$ cat config.mk
export PLATFORM = sky130hd
export DESIGN_NAME = temperature_display_scan_driver
export DESIGN_NICKNAME = d
export VERILOG_FILES = /design/src/sv/tdsd_pkg.sv /design/src/sv/tdsd_front.sv /design/src/sv/tdsd_queue.sv /design/src/sv/tdsd_back.sv /design/src/sv/temperature_display_scan_driver.sv
export SDC_FILE = /design/constraint.sdc
export NUM_CORES = 1
export LEC_CHECK = 0
export ABC_AREA = 1
export BUFFER_PORTS_ARGS = -buffer_cell sky130_fd_sc_hd__buf_2
export CORE_AREA = 8 8 186 188
export CTS_BUF_LIST = sky130_fd_sc_hd__clkbuf_16
export DETAILED_ROUTE_END_ITERATION = 6
export DIE_AREA = 0 0 194 196
export PLACE_DENSITY_LB_ADDON = 0.08
export SLEW_MARGIN = 20
export SYNTH_ARGS = -nofsm -noshare
export SYNTH_HDL_FRONTEND = slang
export SYNTH_SLANG_ARGS = --single-unit
$ cat constraint.sdc
create_clock -name aclk -period 5.85 [get_ports aclk]
set_input_delay 0.2925 -clock aclk [delete_from_list [all_inputs] [get_ports aclk]]
set_output_delay 0.2925 -clock aclk [all_outputs]
set_load 0.01 [all_outputs]
$ cat src/sv/tdsd_pkg.sv
`default_nettype none
// ---------------------------------------------------------------------------
// tdsd_pkg
// Shared types, codes and the segment table for the display scan driver.
// ---------------------------------------------------------------------------
package tdsd_pkg;

    localparam int NUM_DIGITS = 4;
    localparam int CODE_W     = 4;
    localparam int IDX_W      = $clog2(NUM_DIGITS);

    localparam logic [1:0] MODE_TICK   = 2'd0;
    localparam logic [1:0] MODE_SET    = 2'd1;
    localparam logic [1:0] MODE_BLANK  = 2'd2;
    localparam logic [1:0] MODE_UNUSED = 2'd3;

    localparam logic [CODE_W-1:0]     BLANK_CODE  = 4'd10;
    localparam logic [NUM_DIGITS-1:0] UNITS_POINT = 4'b0100;

    typedef enum logic [1:0] {
        KIND_TICK,
        KIND_SET,
        KIND_BLANK
    } tdsd_kind_t;

    typedef logic [NUM_DIGITS-1:0][CODE_W-1:0] tdsd_codes_t;

    typedef struct packed {
        tdsd_kind_t  kind;
        tdsd_codes_t codes;
    } tdsd_entry_t;

    localparam logic [6:0] SEG_ROM [10] = '{
        7'h3F, 7'h06, 7'h5B, 7'h4F, 7'h66, 7'h6D, 7'h7D, 7'h07, 7'h7F, 7'h6F
    };

    // Active-high segments a..g; codes ten and up are blank.
    function automatic logic [6:0] seg_decode(input logic [CODE_W-1:0] code);
        logic [6:0] seg;
        if (code < BLANK_CODE) begin
            seg = SEG_ROM[code];
        end else begin
            seg = 7'h00;
        end
        return seg;
    endfunction

endpackage
`default_nettype wire

$ cat src/sv/tdsd_front.sv
`default_nettype none
// ---------------------------------------------------------------------------
// tdsd_front
// Takes beats, drops unused modes, splits temperatures into digit codes.
// ---------------------------------------------------------------------------
module tdsd_front
    import tdsd_pkg::*;
(
    input  wire logic        aclk,
    input  wire logic        aresetn,
    input  wire logic        in_valid,
    output logic             in_ready,
    input  wire logic [1:0]  in_mode,
    input  wire logic [15:0] in_temp,
    output logic             out_valid,
    input  wire logic        out_ready,
    output tdsd_entry_t      out_entry
);

    logic             v1_reg, v2_reg, v3_reg;
    tdsd_kind_t       kind1_reg, kind2_reg;
    logic [12:0]      whole1_reg;
    logic [3:0]       tenths1_reg, tenths2_reg, units2_reg;
    logic [9:0]       w10_2_reg;
    tdsd_entry_t      entry3_reg;

    logic             adv;
    logic             take;
    tdsd_kind_t       kind0;
    logic [31:0]      prod1;
    logic [12:0]      whole0;
    logic [15:0]      rem0;
    logic [25:0]      prod2;
    logic [9:0]       w10_1;
    logic [12:0]      rem1;
    logic [17:0]      prod3;
    logic [6:0]       hund2;
    logic [9:0]       rem2;
    tdsd_entry_t      entry_next;

    assign adv      = !v3_reg || out_ready;
    assign in_ready = adv;
    assign take     = in_valid && (in_mode != MODE_UNUSED);

    always_comb begin
        unique case (in_mode)
            MODE_SET:   kind0 = KIND_SET;
            MODE_BLANK: kind0 = KIND_BLANK;
            default:    kind0 = KIND_TICK;
        endcase
    end

    // t / 10 by reciprocal, exact over 16 bits
    assign prod1  = in_temp * 32'd52429;
    assign whole0 = prod1[31:19];
    assign rem0   = in_temp - ({3'b000, whole0} * 16'd10);

    // whole / 10, exact for whole below 6554
    assign prod2 = whole1_reg * 13'd6554;
    assign w10_1 = prod2[25:16];
    assign rem1  = whole1_reg - ({3'b000, w10_1} * 13'd10);

    // (whole / 10) / 10, exact below 1029
    assign prod3 = w10_2_reg * 8'd205;
    assign hund2 = prod3[17:11];
    assign rem2  = w10_2_reg - ({3'b000, hund2} * 10'd10);

    always_comb begin
        entry_next.kind     = kind2_reg;
        entry_next.codes[0] = ((w10_2_reg >= 10'd10) && (hund2 < 7'd10))
                              ? hund2[3:0] : BLANK_CODE;
        entry_next.codes[1] = (w10_2_reg != 10'd0) ? rem2[3:0] : BLANK_CODE;
        entry_next.codes[2] = units2_reg;
        entry_next.codes[3] = tenths2_reg;
    end

    always_ff @(posedge aclk) begin
        if (!aresetn) begin
            v1_reg <= 1'b0;
            v2_reg <= 1'b0;
            v3_reg <= 1'b0;
        end else if (adv) begin
            v1_reg <= take;
            v2_reg <= v1_reg;
            v3_reg <= v2_reg;
        end
    end

    always_ff @(posedge aclk) begin
        if (adv) begin
            kind1_reg   <= kind0;
            whole1_reg  <= whole0;
            tenths1_reg <= rem0[3:0];
            kind2_reg   <= kind1_reg;
            w10_2_reg   <= w10_1;
            units2_reg  <= rem1[3:0];
            tenths2_reg <= tenths1_reg;
            entry3_reg  <= entry_next;
        end
    end

    assign out_valid = v3_reg;
    assign out_entry = entry3_reg;

endmodule
`default_nettype wire

$ cat src/sv/tdsd_queue.sv
`default_nettype none
// ---------------------------------------------------------------------------
// tdsd_queue
// Four-entry register queue between the front and the back.
// ---------------------------------------------------------------------------
module tdsd_queue
    import tdsd_pkg::*;
(
    input  wire logic  aclk,
    input  wire logic  aresetn,
    input  wire logic  push_valid,
    output logic       push_ready,
    input  wire tdsd_entry_t push_entry,
    output logic       pop_valid,
    input  wire logic  pop_ready,
    output tdsd_entry_t pop_entry
);

    localparam int DEPTH = 4;
    localparam int PTR_W = $clog2(DEPTH);

    tdsd_entry_t      mem_reg [DEPTH];
    logic [PTR_W-1:0] wr_ptr_reg, rd_ptr_reg;
    logic [PTR_W:0]   count_reg;
    logic             push, pop;

    assign push_ready = (count_reg != (PTR_W+1)'(DEPTH));
    assign pop_valid  = (count_reg != '0);
    assign push       = push_valid && push_ready;
    assign pop        = pop_valid && pop_ready;
    assign pop_entry  = mem_reg[rd_ptr_reg];

    always_ff @(posedge aclk) begin
        if (!aresetn) begin
            wr_ptr_reg <= '0;
            rd_ptr_reg <= '0;
            count_reg  <= '0;
        end else begin
            if (push) begin
                wr_ptr_reg <= wr_ptr_reg + 1'b1;
            end
            if (pop) begin
                rd_ptr_reg <= rd_ptr_reg + 1'b1;
            end
            if (push && !pop) begin
                count_reg <= count_reg + 1'b1;
            end else if (pop && !push) begin
                count_reg <= count_reg - 1'b1;
            end
        end
    end

    always_ff @(posedge aclk) begin
        if (push) begin
            mem_reg[wr_ptr_reg] <= push_entry;
        end
    end

endmodule
`default_nettype wire

$ cat src/sv/tdsd_back.sv
`default_nettype none
// ---------------------------------------------------------------------------
// tdsd_back
// Holds the digit codes and scan index; decodes one digit per tick.
// ---------------------------------------------------------------------------
module tdsd_back
    import tdsd_pkg::*;
(
    input  wire logic   aclk,
    input  wire logic   aresetn,
    input  wire logic   in_valid,
    output logic        in_ready,
    input  wire tdsd_entry_t in_entry,
    output logic        out_valid,
    input  wire logic   out_ready,
    output logic [7:0]  out_seg_n,
    output logic [NUM_DIGITS-1:0] out_en_n
);

    tdsd_codes_t           codes_reg;
    logic [NUM_DIGITS-1:0] point_reg;
    logic [IDX_W-1:0]      scan_reg;
    logic                  m_valid_reg;
    logic [7:0]            seg_n_reg;
    logic [NUM_DIGITS-1:0] en_n_reg;

    logic                  is_tick;
    logic                  out_free;
    logic                  pop;
    logic [7:0]            pattern;

    assign is_tick  = (in_entry.kind == KIND_TICK);
    assign out_free = !m_valid_reg || out_ready;
    assign in_ready = !is_tick || out_free;
    assign pop      = in_valid && in_ready;
    assign pattern  = {point_reg[scan_reg], seg_decode(codes_reg[scan_reg])};

    always_ff @(posedge aclk) begin
        if (!aresetn) begin
            codes_reg   <= {NUM_DIGITS{BLANK_CODE}};
            point_reg   <= '0;
            scan_reg    <= '0;
            m_valid_reg <= 1'b0;
        end else begin
            // a new tick beat wins over the drain of the previous one
            if (pop && is_tick) begin
                m_valid_reg <= 1'b1;
            end else if (out_ready) begin
                m_valid_reg <= 1'b0;
            end
            if (pop) begin
                unique case (in_entry.kind)
                    KIND_SET: begin
                        codes_reg <= in_entry.codes;
                        point_reg <= UNITS_POINT;
                    end
                    KIND_BLANK: begin
                        codes_reg <= {NUM_DIGITS{BLANK_CODE}};
                        point_reg <= '0;
                    end
                    default: begin
                        scan_reg <= scan_reg + 1'b1;
                    end
                endcase
            end
        end
    end

    always_ff @(posedge aclk) begin
        if (pop && is_tick) begin
            seg_n_reg <= ~pattern;
            en_n_reg  <= ~(NUM_DIGITS'(1) << scan_reg);
        end
    end

    assign out_valid = m_valid_reg;
    assign out_seg_n = seg_n_reg;
    assign out_en_n  = en_n_reg;

`ifndef SYNTH
    a_en_onehot: assert property (@(posedge aclk) disable iff (!aresetn)
        m_valid_reg |-> $onehot(~en_n_reg))
        else $error("digit enable not one-hot low");

    a_scan_step: assert property (@(posedge aclk) disable iff (!aresetn)
        (pop && is_tick) |=> (scan_reg == $past(scan_reg) + 1'b1) && m_valid_reg)
        else $error("scan index did not advance on tick");

    a_blank_clears: assert property (@(posedge aclk) disable iff (!aresetn)
        (pop && (in_entry.kind == KIND_BLANK)) |=> (point_reg == '0))
        else $error("blank did not clear decimal point");
`endif

endmodule
`default_nettype wire

$ cat src/sv/temperature_display_scan_driver.sv
`default_nettype none
// ---------------------------------------------------------------------------
// temperature_display_scan_driver
// A refresh tick beat accepted on s_ shows up on m_ as a result after passing
//   three conversion stages, the queue, then the output register.
// Throughput: one beat per cycle unless m_ stalls; set and blank give no result.
// Reset (aresetn low, synchronous): all digits blank, point off, scan at
//   the leftmost digit, queue and pipeline empty.
// ---------------------------------------------------------------------------
module temperature_display_scan_driver
    import tdsd_pkg::*;
(
    input  wire logic        aclk,
    input  wire logic        aresetn,
    // input channel
    input  wire logic        s_tvalid,
    output logic             s_tready,
    input  wire logic [15:0] s_tdata,   // [15:0] temperature_tenths
    input  wire logic [1:0]  s_tuser,   // [1:0] mode
    // result channel
    output logic             m_tvalid,
    input  wire logic        m_tready,
    output logic [15:0]      m_tdata    // [7:0] segments_n, [11:8] digit_enable_n,
                                        // [15:12] zero
);

    // Front: conversion pipeline. Every set, blank and tick beat passes through it
    // so that they reach the display state in order; unused-mode beats are dropped.
    logic        fr_valid, fr_ready;
    tdsd_entry_t fr_entry;

    // Back side of the queue.
    logic        bk_valid, bk_ready;
    tdsd_entry_t bk_entry;

    logic [7:0]            seg_n;
    logic [NUM_DIGITS-1:0] en_n;

    tdsd_front u_front (
        .aclk      (aclk),
        .aresetn   (aresetn),
        .in_valid  (s_tvalid),
        .in_ready  (s_tready),
        .in_mode   (s_tuser),
        .in_temp   (s_tdata),
        .out_valid (fr_valid),
        .out_ready (fr_ready),
        .out_entry (fr_entry)
    );

    // Short queue so the scan side can stall on the output without
    // immediately backing up the conversion pipeline.
    tdsd_queue u_queue (
        .aclk       (aclk),
        .aresetn    (aresetn),
        .push_valid (fr_valid),
        .push_ready (fr_ready),
        .push_entry (fr_entry),
        .pop_valid  (bk_valid),
        .pop_ready  (bk_ready),
        .pop_entry  (bk_entry)
    );

    // Back: applies set/blank to the digit registers, turns ticks into
    // active-low segment and enable patterns in the output register.
    tdsd_back u_back (
        .aclk      (aclk),
        .aresetn   (aresetn),
        .in_valid  (bk_valid),
        .in_ready  (bk_ready),
        .in_entry  (bk_entry),
        .out_valid (m_tvalid),
        .out_ready (m_tready),
        .out_seg_n (seg_n),
        .out_en_n  (en_n)
    );

    // Pack result fields, lowest field first, padded to 16 bits.
    assign m_tdata = {4'b0000, en_n, seg_n};

endmodule
`default_nettype wire
[Yosys cells after proc, flatten, opt, wreduce, memory -nomap -nowiden]
Memory sizes are Yosys's and may differ from the RTL's. A register that Yosys moved wholly into a read port is not among the register bits.
Cells that the tools add are included.
Word-level totals
  register bits after elaboration: 102
  RAM bits: 72
  memory bits (read-only): 112
  bits of input ports: 22
  output and inout port bits: 18
  memories: 2
Memory list
  (name not given): words 16, bits a word 7, rd ports 1, clocked after Yosys merged registers in 0, write ports 0, line tdsd_pkg.sv:41  | seg = SEG_ROM[code];
  u_queue.mem_reg: words 4, bits a word 18, rd ports 1, clocked after Yosys merged registers in 1, write ports 1, line tdsd_queue.sv:22  | tdsd_entry_t mem_reg [DEPTH];
Operators by class
  add/subtract/negate cells: 8
  $mul: 6
  order comparisons: 5
  eq/ne operators: 6
  shift-type cells: 1
  muxes and demuxes: 18
  bitwise gates (word level): 4
  reduce and logical (&&, ||, !) cells: 24
Operators with widths (number)
  16-bit by 16-bit multiplier with 32-bit output (second input constant): 1
  16-bit one-hot mux with 2 select lines: 1
  13-bit by 12-bit multiplier with 25-bit output (second input constant): 1
  7-bit two-way mux: 3
  10-bit by 8-bit multiplier with 18-bit output (second input constant): 1
  13-bit by 3-bit multiplier with 3-bit output (second input constant): 1
  4-bit subtractor: 3
  10-bit by 4-bit greater-or-equal comparator with 1-bit output (second input constant): 1
  10-bit by 3-bit multiplier with 3-bit output (second input constant): 1
  10-bit nonzero test: 1
  4-bit binary-select mux with 2-bit select: 1
  8-bit NOT: 1
  4-bit one-hot mux with 2 select lines: 1
  1-bit logical AND: 7
  7-bit by 4-bit less-than comparator with 1-bit output (second input constant): 1
  7-bit by 3-bit multiplier with 3-bit output (second input constant): 1
  2-bit by 1-bit adder with 2-bit output (second input constant): 3
  3-bit two-way mux: 2
  2-bit nonzero test: 3
  5-bit greater-or-equal comparator (second input constant): 1
  1-bit zero test: 5
  1-bit two-way mux: 5
  4-bit NOT with 5-bit output: 1
  2-bit by 1-bit equality test with 1-bit output (second input constant): 2
  other kinds (19): 24

[Logic depth before layout (Yosys ltp)]
Gate-level depths: netlist of run 1.
  depth after elaboration: 8
  depth in mapped cells: 30
  depth with buffers taken out: 30

[By module]
From an unflattened synthesis of run 1, not the netlist that was laid out.
Unflattened totals
  cells, all modules: 1815
  area total of the unflattened synthesis: 17022.6 um^2
Modules (own cells, without submodules)
  tdsd_front: times used 1, cells an instance 1355, area each 12021.5 um^2, seq. area each 1771.7 um^2
  tdsd_queue: times used 1, cells an instance 242, area each 3249.4 um^2, seq. area each 2342.2 um^2
  tdsd_back: times used 1, cells an instance 213, area each 1717.9 um^2, seq. area each 760.7 um^2
  temperature_display_scan_driver: times used 1, cells an instance 5, area each 33.8 um^2, seq. area each 0.0 um^2

[Least setup slack after synthesis of run 1]
OpenSTA, ideal clock, no wires.
  path type: input port to flip-flop
  from: input s_tdata[6]
  to: register u_front.tenths1_reg[3] (data pin)
  setup time: 252 ps
  arrival time: 5274 ps
  slack: 324 ps
  stages: 27
  path buffers: 0
  cell sequence: ha_1 -> inv_1 -> fa_1 -> inv_1 -> fa_1 -> fa_1 -> fa_1 -> inv_1 -> fa_1 -> inv_1 -> ha_1 -> nand2_1 -> nor2_1 -> nor2_1 -> o21ai_0 -> inv_1 -> nand3_1 -> nand2_1 -> ha_1 -> inv_1 -> fa_1 -> xor2_1 -> inv_1 -> nand3_1 -> nand2_1 -> nand2_1 -> nand2_1
On the way
  longest elaborated chain between the ends: 3
RTL lines
  start, declared: line temperature_display_scan_driver.sv:18  | input wire logic [15:0] s_tdata,
  16-bit by 16-bit multiplier with 32-bit output: line tdsd_front.sv:54  | assign prod1 = in_temp * 32'd52429;
  net u_front.prod1[19]: line tdsd_front.sv:30  | logic [31:0] prod1;
  13-bit by 3-bit multiplier with 3-bit output: line tdsd_front.sv:56  | assign rem0 = in_temp - ({3'b000, whole0} * 16'd10);
  4-bit subtractor: line tdsd_front.sv:56
  net u_front.rem0[3]: line tdsd_front.sv:32  | logic [15:0] rem0;
  end signal, assigned: line tdsd_front.sv:93  | tenths1_reg <= rem0[3:0];
  end, declared: line tdsd_front.sv:23  | logic [3:0] tenths1_reg, tenths2_reg, units2_reg;
The timed path passes the listed nets, and every way through them passes these cells.
A chain may end at the register's enable or synchronous reset.

[Worst setup path in the final report of run 1]
  from: input s_tdata[7]
  to: register u_front.tenths1_reg[3] (data pin)
The elaborated chain is that of the path after synthesis.

==> results.md, run 1 <==
- Gr ovfl total: 0
- Die W: 194 um
- Fin cells: 2,341
- CP top delay family: adder cells
- Clk buf depth: 2
- # DRC: 0
- Port Buffers: 35
- Largest net degree at the start of global routing: 64
- Top_reg_cell synth: edfxtp_1
- Routed Antenna Nets: 0
- Fill cell count: 2,852
- Worst-margin pin slew: 0.9528 ns
- Routed wire length: 34.84 mm
- Number of synthesized flops with an enable pin: 141
- Crit-path max cell delay: 0.60 ns
- Worst Setup End Kind: register
- Ys async rst share: 0%
- Initial core utilization: 52.63%
- Hold path cells: 3
- Critical path fanouts, max: 4
- TritonCTS clock tree: yes
- Worst slew margin: 36.24%
- DR vias: 11,810
- Setup TNS: 0 ns
- R2r worst-path depth: 20
- Number of global-route vias before repair: 11,880
- HP Start: s_tvalid
- Slowest cell on the critical path: fa_1
- Average size of a mapped cell: 9.228 um2
- Wire per inst: 14.88 um
- Initial antenna violation count: 0
- Class of the worst hold path: in -> reg
- Multi-input logic area: 10,260 um2
- RePlAce Congestion: 0.9043
- Max Cap Viol: 0
- WS Path Type: in -> reg
- Commonest cells after routing, fill and taps aside: 430 x inv_1, 293 x ha_1, 281 x nand2_1
- Die H: 196 um
- Most used cell along the critical path: inv_1
- Hold EP: u_front.v1_reg
- Critical Path AT: 5.72 ns
- N_diodes: 0
- Syn-to-layout area delta: 10.75%
- Fin. Hold Viols: 0
- Die Area: 38,020 um2
- Mapped Cells: 1,818
- RR Endpoint: u_front.units2_reg[3]
- Worst flop-to-flop path startpoint: u_front.whole1_reg[6]
- Sink Count: 173
- Max FFs per register: 72
- Crit path time final: 5.531 ns
- DP Cell Count: 2,297
- GRT Total Usage: 18.83%
- Skew-Pair Late Insertion Delay: 0.44 ns
- Vias per inst: 5.043
- Fmax: 180.8 MHz
- Crit path required time: 6.04 ns
- Ports: 40
- Pins Over Slew Limit: 0
- Post-DP HPWL: 29.00 mm
- H-tree Lvls: 4
- Netlist Area Pre-Place: 16,780 um2
- Crit path buf inv count: 8
- CP startpoint kind: input port
- Clock root buffer: clkbuf_16
- Status: completed
- Row count: 66
- Worst-path clk slew: 0.07 ns
- Seq. cell area: 4875 um2
- Final Cycle Share: 94.55%
- Clock skew: 0.01045 ns
- Flops & latches, synth: 173
- Commonest non-fill, non-tap cell in the layout: inv_1
- Nets@finish: 2,383
- Global-route wire length before repair: 58.64 mm
- Ys Warns: 0
- Share of cells above drive strength 1: 8.950%
- Synth cell types: 48
- DR pass1 iterations: 5
- TritonCTS Buffers: 17
- Flop-to-flop setup slack: 0.40 ns
- Total core area: 31,880 um2
- DR iter-0 viols: 509
- Final setup vio count: 0
- Register area share after synthesis: 29.06%
==> cell families after synthesis <==
group,count (synthesis),synth area share [%]
DFF,173,29.06
other,1,0.02235
xor gates and xnor gates,27,1.410
buffers and inverters,458,10.43
and+or+nand+nor,513,12.92
adders and majority gates,441,39.33
AOI/OAI and AO/OA,205,6.839
==> final cells by class <==
type / count / share of cell area [%]
Clock buffer: 17 / 2.289
Clock inverter: 15 / 1.077
Inverter: 438 / 8.861
Multi-Input combinational cell: 1190 / 55.22
Sequential cell: 173 / 26.23
Tap cell: 408 / 2.747
Timing Repair Buffer: 100 / 3.569
==> stage by stage <==
stage	area [um2]	hold slack, ns	worst slack, ns	utilization, %
floorplan	16790	0.3914	0.3237	-
global placement	17780	0.4021	-0.07766	55.79
detailed placement	17780	0.4045	-0.1447	55.79
CTS	18410	0.1244	0.1112	57.75
global route	18580	0.1345	-0.02604	58.29
finish	18580	0.1322	0.3187	58.29
==> synthesized netlist by cell type, types with 8 or more instances <==
cell        n  area share [%]
a21oi_1    77             2.3
clkbuf_1   10            0.22
dfxtp_1    32             3.8
edfxtp_1  141              25
fa_1      144              17
ha_1      297              22
inv_1     431             9.6
nand2_1   283             6.3
nand3_1    60             1.8
nand4_1    12            0.45
nor2_1    121             2.7
nor3_1      8            0.24
o21ai_0    74             2.2
o22ai_1    24            0.89
xor2_1     20             1.0
==> layer usage <==
metal  vias up  track usage [%]  part of all wire, %
met5         -                0                    0
met4         0            3.819                 0.97
met3        22            2.313                  2.8
met2       171            31.61                   48
met1      5612            26.00                   48
li1       6000                -                    -
==> worst register-to-register path: cells and delay by family (launching register included) <==
family / cells / cell delay, ns
compound gates: 1 / 0.21
buf+inv: 4 / 0.25
xor+xnor: 2 / 0.36
fa+ha+maj: 7 / 3.09
flops: 1 / 0.53
simple gates: 6 / 0.79
==> worst max path at each step <==
stage | from | to | slack [ns] | cells past startpoint
after floorplan | s_tdata[6] | u_front.tenths1_reg[3] | 0.32 | 27
after global placement | s_tdata[7] | u_front.tenths1_reg[3] | -0.08 | 26
after detailed placement | s_tdata[7] | u_front.tenths1_reg[3] | -0.14 | 27
after CTS | u_front.whole1_reg[4] | u_front.units2_reg[3] | 0.11 | 27
after global routing | s_tdata[7] | u_front.tenths1_reg[3] | -0.03 | 29
final | s_tdata[7] | u_front.tenths1_reg[3] | 0.32 | 26
==> timing repair <==
action	in CTS	in global routing
gates resized for setup	0	14
buffers inserted	0	12
hold buffers	0	0
endpoints found under the setup margin	0	2
Power of run 1 is not shown: default switching activity piles up to over one toggle a cycle in this logic, so the estimate is an artifact.
==> run 2: changes to the inputs <==
==> constraint.sdc (replaced) <==
create_clock -name aclk -period 4.9 [get_ports aclk]
set_input_delay 0.245 -clock aclk [delete_from_list [all_inputs] [get_ports aclk]]
set_output_delay 0.245 -clock aclk [all_outputs]
set_load 0.01 [all_outputs]
==> results.md, run 2 (same netlist as run 1, synthesis figures left out) <==
- Initial antenna violation count: 0 (unchanged)
- Worst-path cell chain: buf_4 > ha_4 > fa_1 > fa_1 > inv_1 > fa_1 > fa_1 > inv_1 > ha_4 > buf_4 > nand3_1 > nand3_1 > a21o_1 > xor2_2 > inv_2 > fa_2 > xor2_1 > nand3b_1 > nand2_1 > nand2_1 > nand2_1 > inv_1
- CP startpoint kind: register
- Nets@finish: 2,489 (+4.4%)
- Share of cells above drive strength 1: 17.02% (+8.1 points)
- Slowest cell on the critical path: fa_1
- DR pass1 iterations: 5 (unchanged)
- Hold WS: 0.07414 ns (-0.05804 ns)
- Crit-path max cell delay: 0.55 ns (-0.05 ns)
- Routed wire length: 36.58 mm (+5.0%)
- Fin. Hold Viols: 0 (unchanged)
- Critical path fanouts, max: 5 (+1)
- Ports: 40 (unchanged)
- Final instance area: 19,860 um2 (+6.9%)
- Worst slew margin: 35.70% (-0.54 points)
- N_diodes: 0 (unchanged)
- Die W: 194 um (unchanged)
- GRT Total Usage: 19.95% (+1.1 points)
- Crit path time final: 5.113 ns
- Critical Path AT: 5.32 ns (-0.40 ns)
- Syn-to-layout area delta: 18.36%
- Final Cycle Share: 104.3%
- Pins Over Slew Limit: 0 (unchanged)
- Wire per inst: 14.95 um (+0.47%)
- Failing checks: negative setup slack
- TritonCTS Buffers: 17 (unchanged)
- Placement Cell Area: 18,910 um2 (+6.3%)
- Worst-margin pin slew: 0.9609 ns (+0.008080 ns)
- RePlAce Congestion: 0.8903 (-1.5%)
- Worst-path clk slew: 0.07 ns (about the same)
- Commonest cells after routing, fill and taps aside: 421 x inv_1, 273 x nand2_1, 263 x ha_1
- Worst Setup End Kind: register
- DR vias: 12,210 (+3.4%)
- H-tree Lvls: 4 (unchanged)
- Commonest non-fill, non-tap cell in the layout: inv_1
- Number of global-route vias before repair: 12,520 (+5.4%)
- DP Cell Count: 2,399 (+4.4%)
- Fill cell count: 2,723 (-4.5%)
- Initial core utilization: 52.63% (unchanged)
- Fmax: 195.6 MHz
- Gr ovfl total: 0 (unchanged)
- RSZ-0062 raised after global routing: true
- Final setup vio count: 2 (+2)
- Port Buffers: 35 (unchanged)
- Max FFs per register: 72 (unchanged)
- Vias per inst: 4.991 (-1.0%)
- Die H: 196 um (unchanged)
- WS Path Type: reg -> reg
- DR iter-0 viols: 485 (-4.7%)
- Global-route wire length before repair: 61.48 mm (+4.8%)
- Most used cell along the critical path: fa_1
- # DRC: 0 (unchanged)
- Post-DP HPWL: 30.22 mm (+4.2%)
- Clk buf depth: 2 (unchanged)
- Total core area: 31,880 um2 (unchanged)
- Row count: 66 (unchanged)
- Post-layout util: 62.30% (+4.0 points)
- Clock skew: 0.007872 ns (-0.002578 ns)
- Final worst slack: -0.2130 ns (-0.5316 ns)
- Routed Antenna Nets: 0 (unchanged)
- Class of the worst hold path: in -> reg
- Fin cells: 2,447 (+4.5%)
- Crit path required time: 5.10 ns (-0.94 ns)
- Status: complete, but fails checks
- TritonCTS clock tree: yes
- Flop-to-flop setup slack: -0.21 ns (-0.61 ns)
- Clock root buffer: clkbuf_16
- Skew-Pair Late Insertion Delay: 0.44 ns (about the same)
- Die Area: 38,020 um2 (unchanged)
- Largest net degree at the start of global routing: 64 (unchanged)
- Sink Count: 173 (unchanged)
- Max Cap Viol: 0 (unchanged)
run 2: area by class of cell:
type / instances / area (um2) / share of cell area [%]
Timing Repair Buffer: 206 / 1479 / 7.448
Clock inverter: 15 / 171.4 / 0.8632
Sequential cell: 173 / 4875 / 24.55
Inverter: 438 / 1647 / 8.292
Clock buffer: 17 / 425.4 / 2.142
Multi-Input combinational cell: 1190 / 10750 / 54.14
Tap cell: 408 / 510.5 / 2.571
run 2: per-stage QoR:
stage               setup WS [ns]  setup TNS (ns)
global placement          -0.5700          -4.548
finish                    -0.2130         -0.2793
global route              -0.4658         -0.8730
floorplan                 -0.1208         -0.2040
detailed placement        -0.5986          -4.515
CTS                       -0.2811         -0.3120
run 2: critical path: cells and delay by family (launching register included):
family,cells,cell delay [ns]
XOR/XNOR,2,0.34
AO/OA/AOI/OAI,1,0.21
adder cells (fa/ha/maj),7,2.88
flip-flops,1,0.39
AND/OR/NAND/NOR,6,0.51
buffers and inverters,6,0.54
run 2: repair_timing:
| item | in CTS | in global routing |
|---|---|---|
| pin swaps | 34 | 17 |
| resized for setup | 25 | 18 |
| endpoints found under the setup margin | 2 | 9 |
| hold buffers | 0 | 0 |
| buffers inserted | 7 | 9 |
run 2: worst paths after layout:
kind                                       startpoint               endpoint  cells past startpoint
worst max register to register  u_front.whole1_reg[5]  u_front.units2_reg[3]                     22
worst min register to register   u_front.kind1_reg[0]   u_front.kind2_reg[0]                      0
worst max-delay path            u_front.whole1_reg[5]  u_front.units2_reg[3]                     22
worst min-delay path                         s_tvalid         u_front.v1_reg                      3
run 2: layer usage:
metal	track usage (%)	part of all wire, %
met3	2.656	2.6
met4	4.866	1.4
met5	0	0
met1	26.75	47
met2	33.95	49
Power of run 2 is left out for the same reason.
==> run 3: changes to the inputs <==
--- a/config.mk
+++ b/config.mk
@@ -7,12 +7,13 @@
 export LEC_CHECK = 0
 export ABC_AREA = 1
 export BUFFER_PORTS_ARGS = -buffer_cell sky130_fd_sc_hd__buf_2
-export CORE_AREA = 8 8 186 188
+export CORE_AREA = 8 8 187 189
 export CTS_BUF_LIST = sky130_fd_sc_hd__clkbuf_16
 export DETAILED_ROUTE_END_ITERATION = 6
-export DIE_AREA = 0 0 194 196
+export DIE_AREA = 0 0 195 197
 export PLACE_DENSITY_LB_ADDON = 0.08
 export SLEW_MARGIN = 20
 export SYNTH_ARGS = -nofsm -noshare
 export SYNTH_HDL_FRONTEND = slang
+export SYNTH_HIERARCHICAL = 1
 export SYNTH_SLANG_ARGS = --single-unit
==> results.md, run 3 <==
- Status: complete, but fails checks
- Failing checks: negative setup slack
- Post-CTS Hold Buffers: 0 (unchanged)
- # DRC: 0 (unchanged)
- DR vias: 12,320 (+0.88%)
- Flop-to-flop setup slack: -0.21 ns (about the same)
- Class of the worst hold path: in -> reg
- Ys async rst share: 0% (unchanged)
- Worst flop-to-flop path startpoint: u_front/whole1_reg[6]
- N_diodes: 0 (unchanged)
- TritonCTS Buffers: 17 (unchanged)
- Worst slew margin: 34.12% (-1.6 points)
- Fin. Hold Viols: 0 (unchanged)
- Initial antenna violation count: 1 (+1)
- Crit path time final: 5.148 ns (+0.03548 ns)
- Register area share after synthesis: 28.64% (-0.42 points)
- Fmax: 194.2 MHz (-0.69%)
- RePlAce Congestion: 0.9059 (+1.8%)
- HP Start: s_tuser[1]
- WS Path Type: in -> reg
- Worst-path clk slew: 0.07 ns (about the same)
- CP startpoint kind: input port
- Top_reg_cell synth: edfxtp_1
- Row count: 66 (unchanged)
- Area leader, netlist: edfxtp_1
- Post-layout util: 63.34% (+1.0 points)
- R2r worst-path depth: 19 (-14%)
- Gr ovfl total: 0 (unchanged)
- Critical Path AT: 5.34 ns (+0.02 ns)
- Number of synthesized flops with an enable pin: 141 (unchanged)
- Synth top cells by count: 408 x inv_1, 297 x ha_1, 269 x nand2_1, 144 x fa_1, 141 x edfxtp_1
- Wire per inst: 15.06 um (+0.70%)
- Synth cell types: 53 (+10%)
- Crit path required time: 5.09 ns (about the same)
- Total core area: 32,040 um2 (+0.52%)
- Initial core utilization: 53.13% (+0.49 points)
- Nets@finish: 2,507 (+0.72%)
- Syn-to-layout area delta: 19.23%
- GRT Total Usage: 19.48% (-0.47 points)
- Netlist Area Pre-Place: 17,020 um2 (+1.5%)
- RR Endpoint: u_front/units2_reg[3]
- Critical path fanouts, max: 4 (-1)
- RSZ-0062 raised after global routing: true
- H-tree Lvls: 4 (unchanged)
- Share of cells above drive strength 1: 20.18% (+3.2 points)
- Commonest cells after routing, fill and taps aside: 392 x inv_1, 260 x ha_1, 253 x nand2_1
- Die W: 195 um (+0.52%)
- Post-Place Worst Slack: -0.8247 ns (-0.2261 ns)
- Worst-margin pin slew: 0.9869 ns (+0.02600 ns)
- Largest net degree at the start of global routing: 62 (-3.1%)
- Ys Warns: 6 (+6)
- Post-DP HPWL: 30.44 mm (+0.73%)
- Clock root buffer: clkbuf_16
- Final Cycle Share: 105.1% (+0.72 points)
- Global-route wire length before repair: 60.38 mm (-1.8%)
- Die H: 197 um (+0.51%)
- Skew-Pair Late Insertion Delay: 0.44 ns (about the same)
- Top cell type's share of synthesized area: 24.87% (-0.36 points)
- Synth area leaders: edfxtp_1 25%, ha_1 22%, fa_1 17%
- Max FFs per register: 72 (unchanged)
- Fin cells: 2,465 (+0.74%)
- Commonest non-fill, non-tap cell in the layout: inv_1
- Average size of a mapped cell: 9.379 um2 (+1.6%)
- Max Cap Viol: 0 (unchanged)
- Top-count cell post-synth: inv_1
- Port Buffers: 35 (unchanged)
- DR iter-0 viols: 446 (-8.0%)
- Routed wire length: 37.11 mm (+1.4%)
- Vias per inst: 4.998 (+0.15%)
- DR pass1 iterations: 5 (unchanged)
- DP Cell Count: 2,401 (+0.083%)
- Mapped Cells: 1,815 (-0.17%)
- Hold path cells: 2 (-1)
- Final setup vio count: 2 (unchanged)
- Routed Antenna Nets: 0 (unchanged)
- Number of global-route vias before repair: 12,450 (-0.58%)
- TritonCTS clock tree: yes
- Final worst slack: -0.2484 ns (-0.03548 ns)
- Worst Setup End Kind: register
- Pins Over Slew Limit: 0 (unchanged)
- Flops & latches, synth: 173 (unchanged)
- Ports: 40 (unchanged)
- Die Area: 38,420 um2 (+1.0%)
- Sink Count: 173 (unchanged)
- Clk buf depth: 2 (unchanged)
- Clock skew: 0.01061 ns (+0.002735 ns)
- Hold EP: u_front/kind1_reg[0]
run 3: worst max-delay path by stage:
stage                           from                     end
6_report                  s_tdata[8]  u_front/tenths1_reg[3]
5_1_grt        u_front/whole1_reg[6]   u_front/units2_reg[3]
4_1_cts        u_front/whole1_reg[3]   u_front/units2_reg[3]
3_5_place_dp              s_tdata[2]  u_front/tenths1_reg[3]
3_3_place_gp              s_tdata[4]  u_front/tenths1_reg[3]
2_1_floorplan             s_tdata[3]  u_front/tenths1_reg[3]
run 3: metal layers:
metal | share of wire (%) | global-route usage (%) | vias to the layer above
li1 | - | - | 6276
met1 | 47 | 25.89 | 5869
met2 | 49 | 33.47 | 138
met3 | 2.7 | 2.780 | 37
met4 | 1.3 | 4.408 | 0
met5 | 0 | 0 | -
run 3: cell families after synthesis:
group           Yosys count  synth area share [%]
flops                   173                 28.64
compound gates          193                 6.373
other cells               1               0.02203
simple gates            534                 14.05
fa+ha+maj               441                 38.77
buf+inv                 442                 10.52
xor+xnor                 31                 1.639
run 3: area by class of cell:
type | count | area (um2)
sequential | 173 | 4875
clock inverter | 15 | 173.9
timing repair buffer | 230 | 1677
inverter | 419 | 1590
multi-input combinational | 1203 | 11040
fill | 2768 | 11750
clock buffer | 17 | 425.4
tap | 408 | 510.5
run 3: repair_timing:
action | in CTS | in global routing
pin swaps | 39 | 29
setup buffers | 20 | 12
gates resized for setup | 38 | 60
setup endpoints to repair | 3 | 11
run 3: worst max-delay path, cell delays in order:
cell and delay, ns:
buf_2 0.14, ha_1 0.33, inv_1 0.07, fa_1 0.48
inv_1 0.05, fa_1 0.49, fa_1 0.44, fa_1 0.52
fa_1 0.45, ha_4 0.31, nand2_4 0.05, nor2_4 0.12
inv_4 0.06, nor3_4 0.16, nand2_1 0.10, nand2_2 0.10
nand2_2 0.07, nand2_2 0.10, ha_4 0.13, inv_2 0.03
fa_2 0.39, xor2_2 0.16, nand3b_1 0.17, nand3_1 0.08
nand2_1 0.05
run 3: through the flow:
stage | cell area [um2] | setup TNS, ns | hold WS (ns)
after CTS | 19920 | -0.5166 | 0.07542
after floorplan | 17240 | -0.3887 | 0.3439
after global placement | 18950 | -4.006 | 0.4012
after detailed placement | 18950 | -4.288 | 0.4045
after global routing | 20300 | -1.004 | 0.07925
final | 20300 | -0.4624 | 0.09561
Power of run 3 is left out for the same reason.
